`src/rtl/core/fbc_pkg.sv`:
```
// ----------------------------------------------------------------------------
// fbc_pkg
// Shared types and constants for the frame bounding-box crop block.
// ----------------------------------------------------------------------------
package fbc_pkg;

    // Frame store geometry.
    localparam int MAX_ROWS    = 256;
    localparam int MAX_COLS    = 1024;
    localparam int STORE_DEPTH = MAX_ROWS * MAX_COLS;

    localparam int ROW_W  = (MAX_ROWS > 1) ? $clog2(MAX_ROWS) : 1;
    localparam int COL_W  = (MAX_COLS > 1) ? $clog2(MAX_COLS) : 1;
    localparam int ADDR_W = (STORE_DEPTH > 1) ? $clog2(STORE_DEPTH) : 1;
    localparam int HGT_W  = ROW_W + 1;
    localparam int WID_W  = COL_W + 1;

    // Fixed field widths of the ports.
    localparam int PIX_W      = 8;
    localparam int IN_ROW_W   = 8;
    localparam int IN_COL_W   = 10;
    localparam int OUT_ROW_W  = 8;
    localparam int OUT_COL_W  = 10;
    localparam int OUT_HGT_W  = 9;
    localparam int OUT_WID_W  = 11;
    localparam int CFG_H_W    = 9;
    localparam int CFG_W_W    = 11;
    localparam int CFG_DATA_W = 11;

    localparam logic [CFG_H_W-1:0] USED_H_RESET = CFG_H_W'(256);
    localparam logic [CFG_W_W-1:0] USED_W_RESET = CFG_W_W'(1024);

    typedef enum logic [1:0] {
        REQ_WRITE = 2'd0,
        REQ_CLEAR = 2'd1,
        REQ_FIND  = 2'd2,
        REQ_READ  = 2'd3
    } t_req;

    typedef enum logic {
        CFG_USED_HEIGHT = 1'b0,
        CFG_USED_WIDTH  = 1'b1
    } t_cfg_idx;

    typedef enum logic [2:0] {
        ST_IDLE,
        ST_CLEAR,
        ST_SCAN,
        ST_DRAIN,
        ST_COMMIT
    } t_state;

    // Control word from the sequencer to the box accumulator.
    typedef struct packed {
        logic             restart;
        logic             valid;
        logic [ROW_W-1:0] row;
        logic [COL_W-1:0] col;
    } t_acc_ctl;

    // Edges gathered by the accumulator.
    typedef struct packed {
        logic             seen;
        logic [ROW_W-1:0] top;
        logic [ROW_W-1:0] bottom;
        logic [COL_W-1:0] left;
        logic [COL_W-1:0] right;
    } t_box;

endpackage

```
`src/rtl/core/fbc_box_acc.sv`:
```
// ----------------------------------------------------------------------------
// fbc_box_acc
// Gathers the edges of the nonzero pixels as the scan streams them past.
// ----------------------------------------------------------------------------
module fbc_box_acc (
    input  logic                       i_clk,
    input  logic                       i_rst_n,
    input  fbc_pkg::t_acc_ctl          i_ctl,
    input  logic [fbc_pkg::PIX_W-1:0]  i_pixel,
    output fbc_pkg::t_box              o_box
);

    logic                      r_seen;
    logic [fbc_pkg::ROW_W-1:0] r_top;
    logic [fbc_pkg::ROW_W-1:0] r_bottom;
    logic [fbc_pkg::COL_W-1:0] r_left;
    logic [fbc_pkg::COL_W-1:0] r_right;
    logic                      hit;

    assign hit = i_ctl.valid && (i_pixel != '0);

    always_ff @(posedge i_clk) begin
        if (!i_rst_n) begin
            r_seen <= 1'b0;
        end else if (i_ctl.restart) begin
            r_seen <= 1'b0;
        end else if (hit) begin
            r_seen <= 1'b1;
        end
    end

    // The scan runs in raster order, so the first hit fixes the top row
    // and every later hit is on the bottom row so far.
    always_ff @(posedge i_clk) begin
        if (hit) begin
            r_bottom <= i_ctl.row;
            if (!r_seen) begin
                r_top   <= i_ctl.row;
                r_left  <= i_ctl.col;
                r_right <= i_ctl.col;
            end else begin
                if (i_ctl.col < r_left) begin
                    r_left <= i_ctl.col;
                end
                if (i_ctl.col > r_right) begin
                    r_right <= i_ctl.col;
                end
            end
        end
    end

    assign o_box.seen   = r_seen;
    assign o_box.top    = r_top;
    assign o_box.bottom = r_bottom;
    assign o_box.left   = r_left;
    assign o_box.right  = r_right;

endmodule

```
`config.mk`:
```
export PLATFORM = sky130hd
export DESIGN_NAME = fbc_box_acc
export DESIGN_NICKNAME = d
export VERILOG_FILES = /design/src/rtl/core/fbc_pkg.sv /design/src/rtl/core/fbc_box_acc.sv
export SDC_FILE = /design/constraint.sdc
export NUM_CORES = 1
export LEC_CHECK = 0
export BUFFER_PORTS_ARGS = -buffer_cell sky130_fd_sc_hd__buf_4
export CORE_ASPECT_RATIO = 1.1
export CORE_MARGIN = 2
export CORE_UTILIZATION = 40
export DETAILED_ROUTE_END_ITERATION = 7
export PLACE_DENSITY = 0.71
export SKIP_CTS_REPAIR_TIMING = 1
export SLEW_MARGIN = 0
export SYNTH_ARGS = -nofsm -noshare
export SYNTH_HDL_FRONTEND = slang
export SYNTH_SLANG_ARGS = --single-unit
export TNS_END_PERCENT = 20
```
`constraint.sdc`:
```
create_clock -name i_clk -period 3.37 [get_ports i_clk]
set_clock_uncertainty 0.05 [all_clocks]
set_input_delay 0.674 -clock i_clk [delete_from_list [all_inputs] [get_ports i_clk]]
set_output_delay 0.674 -clock i_clk [all_outputs]
set_load 0.02 [all_outputs]
```
==> out/metrics.yaml <==
outcome:
  status: "completed"
routing:
  drtAntennaViolNets: 0
  drc: 0
  num_vias: 1135
  wl_per_cell_um: 13.6
  dr.pass1.iters: 4
  avgViaCountPerCell: 4.77
  wl_um: 3230
  drt_iter0_drc: 52
timing:
  fin_ws_ns: 0.880
  setup_violations: 0
  period_needed_ns: 2.49
  worst_pin_slew_ns: 0.921
  finalHoldViolCount: 0
  fmax_mhz: 402
  rsz0062_at_grt: "no"
  timing.setup.tns_ns: 0
  drv_slew: 0
  slew_headroom: 0.385
  period_share: 0.739
  whs_ns: 0.493
power:
  clockPowerShare: 0.272
  pwr-share-seq: 0.531
  leakage_nw: 1.07
  switchingPower_mw: 0.271
  powerDensity_nw_per_um2: 458
  power.total_mw: 1.05
  p_sw_frac: 0.257
  ir_drop_mv: 0.250
  combPwrFrac: 0.197
  cell_internal_pwr_mw: 0.783
min_path:
  hold_path_class: "primary input to flop"
placement:
  io_buffers: 66
  gp_congestion: 0.709
  dp.cells: 230
  dp_slack_ns: 0.578
  placed_cell_area_um2: 2220
  hpwlAfterDp_um: 2610
yosys:
  ys_warn_count: 0
  synthArstFlopShare: 0
  synth_edf_count: 36
  netlist_area_um2: 1660
  yosys-top-cells-area: "edfxtp_1, ha_1, inv_1, a21o_1, a21oi_1"
  synth_top_cell_by_area: "edfxtp_1"
  synth_fp_nets: 161
  synth_top_area_frac: 0.653
  syn_area_per_cell_um2: 14.8
  synth_flop_cell: "edfxtp_1"
  synth_cells: 112
  ys_seq_area_frac: 0.665
  synth_seq_cells: 37
  yosys.cell_types.count: 24
global_route:
  grt-ovfl-total: 0
  track_usage: 0.148
  grt_max_degree: 12
  grt_first_pass_wirelength_um: 5150
  antenna_found_initial: 0
  grt_pass1_vias: 1147
layout:
  fin_nets: 234
  antennaDiodeCount: 0
  mostFrequentLayoutCell: "buf_4"
  final_layout_size_suffix_gt1_frac: 0.409
  multiInputGateArea_um2: 469
  final_util: 0.580
  design_area_um2: 2300
  fin_cells: 238
  final_cell_mix: "buf_4, edfxtp_1, inv_1"
  area_growth_pct: 38.8
  fillers: 339
  seq_area_um2: 1100
floorplan:
  rows: 24
  design.core.area_um2: 3960
  die_area_um2: 4670
  die_h_um: 71.5
  initial_core_util: 0.418
  io_pins: 67
  die_w_um: 65.4
clock_network:
  root_buffer: "clkbuf_8"
  clkSinkCount: 37
  clock_latency_ns: 0.28
  cts_tree: "yes"
  cts_made_buffers: 5
  htreeDepth: 2
  clkTransAtPathRegs_ns: 0.07
  cts_buffer_depth: 2
job:
  cap_violations: 0
worst_setup_path:
  worstPathArrival_ns: 2.35
  cp.required_ns: 3.23
  start_kind: "primary input"
  cp_max_fo: 10
  cp-end-kind: "flop"
  path_class: "primary input to flop"
cell families (layout without fill, tap and decap cells):
family / count (synthesis) / count (layout) / synth area share
AO/OA/AOI/OAI: 19 / 19 / 0.0884
adder cells (fa/ha/maj): 19 / 19 / 0.144
buffers and inverters: 22 / 96 / 0.0521
flip-flops: 37 / 37 / 0.665
AND/OR/NAND/NOR: 15 / 15 / 0.0514
flip-flops by register name, indices dropped and copies added (netlist names):
register / count
r_right: 10
r_bottom: 8
r_top: 8
r_seen: 1
r_left: 10
cells in the mapped netlist, drive strengths merged (2+ instances only):
cell type,instances
a21o,5
a21oi,4
edfxtp,36
ha,19
inv,21
nand2,4
nand2b,2
nand4,3
nor4,2
o21ai,2
critical path, stage by stage:
cell       delay, ns
buf_4           0.12
ha_1            0.31
nand4_1         0.13
a211oi_1        0.28
a2111oi_2       0.09
o21bai_1        0.75
worst paths after layout:
path / slack (ns) / startpoint / endpoint / cells past startpoint
max reg2reg: 1.00 / r_right[3]$_DFFE_PP_ / r_right[4]$_DFFE_PP_ / 6
max: 0.88 / i_ctl[5] / r_right[4]$_DFFE_PP_ / 6
min reg2reg: 0.50 / r_seen$_SDFFE_PP0P_ / r_seen$_SDFFE_PP0P_ / 2
min: 0.49 / i_ctl[19] / r_seen$_SDFFE_PP0P_ / 2
layout make-up:
cell class,count,area share
Sequential cell,37,0.479
Timing Repair Buffer,67,0.219
Tap cell,52,0.0283
Inverter,21,0.0343
Clock buffer,6,0.0316
Multi-Input combinational cell,53,0.204
Clock inverter,2,0.00435
power groups by stage:
stage / clock network, mW / logic, mW / registers, mW
final: 0.287 / 0.208 / 0.560
after global routing: 0.317 / 0.226 / 0.563
after CTS: 0.294 / 0.210 / 0.560
after detailed placement: 0 / 0.209 / 0.570
after global placement: 0 / 0.203 / 0.569
after floorplan: 0 / 0.0684 / 0.610
metal layers:
| layer | GRT usage | vias up | routed length [um] | share of wire |
|---|---|---|---|---|
| li1 | - | 558 | - | - |
| met1 | 0.159 | 516 | 1270 | 0.39 |
| met2 | 0.263 | 52 | 1640 | 0.51 |
| met3 | 0.0565 | 9 | 259 | 0.080 |
| met4 | 0.0556 | 0 | 62 | 0.019 |
| met5 | 0 | - | 0 | 0 |
No activity file was read; power rests on OpenSTA's default activity.
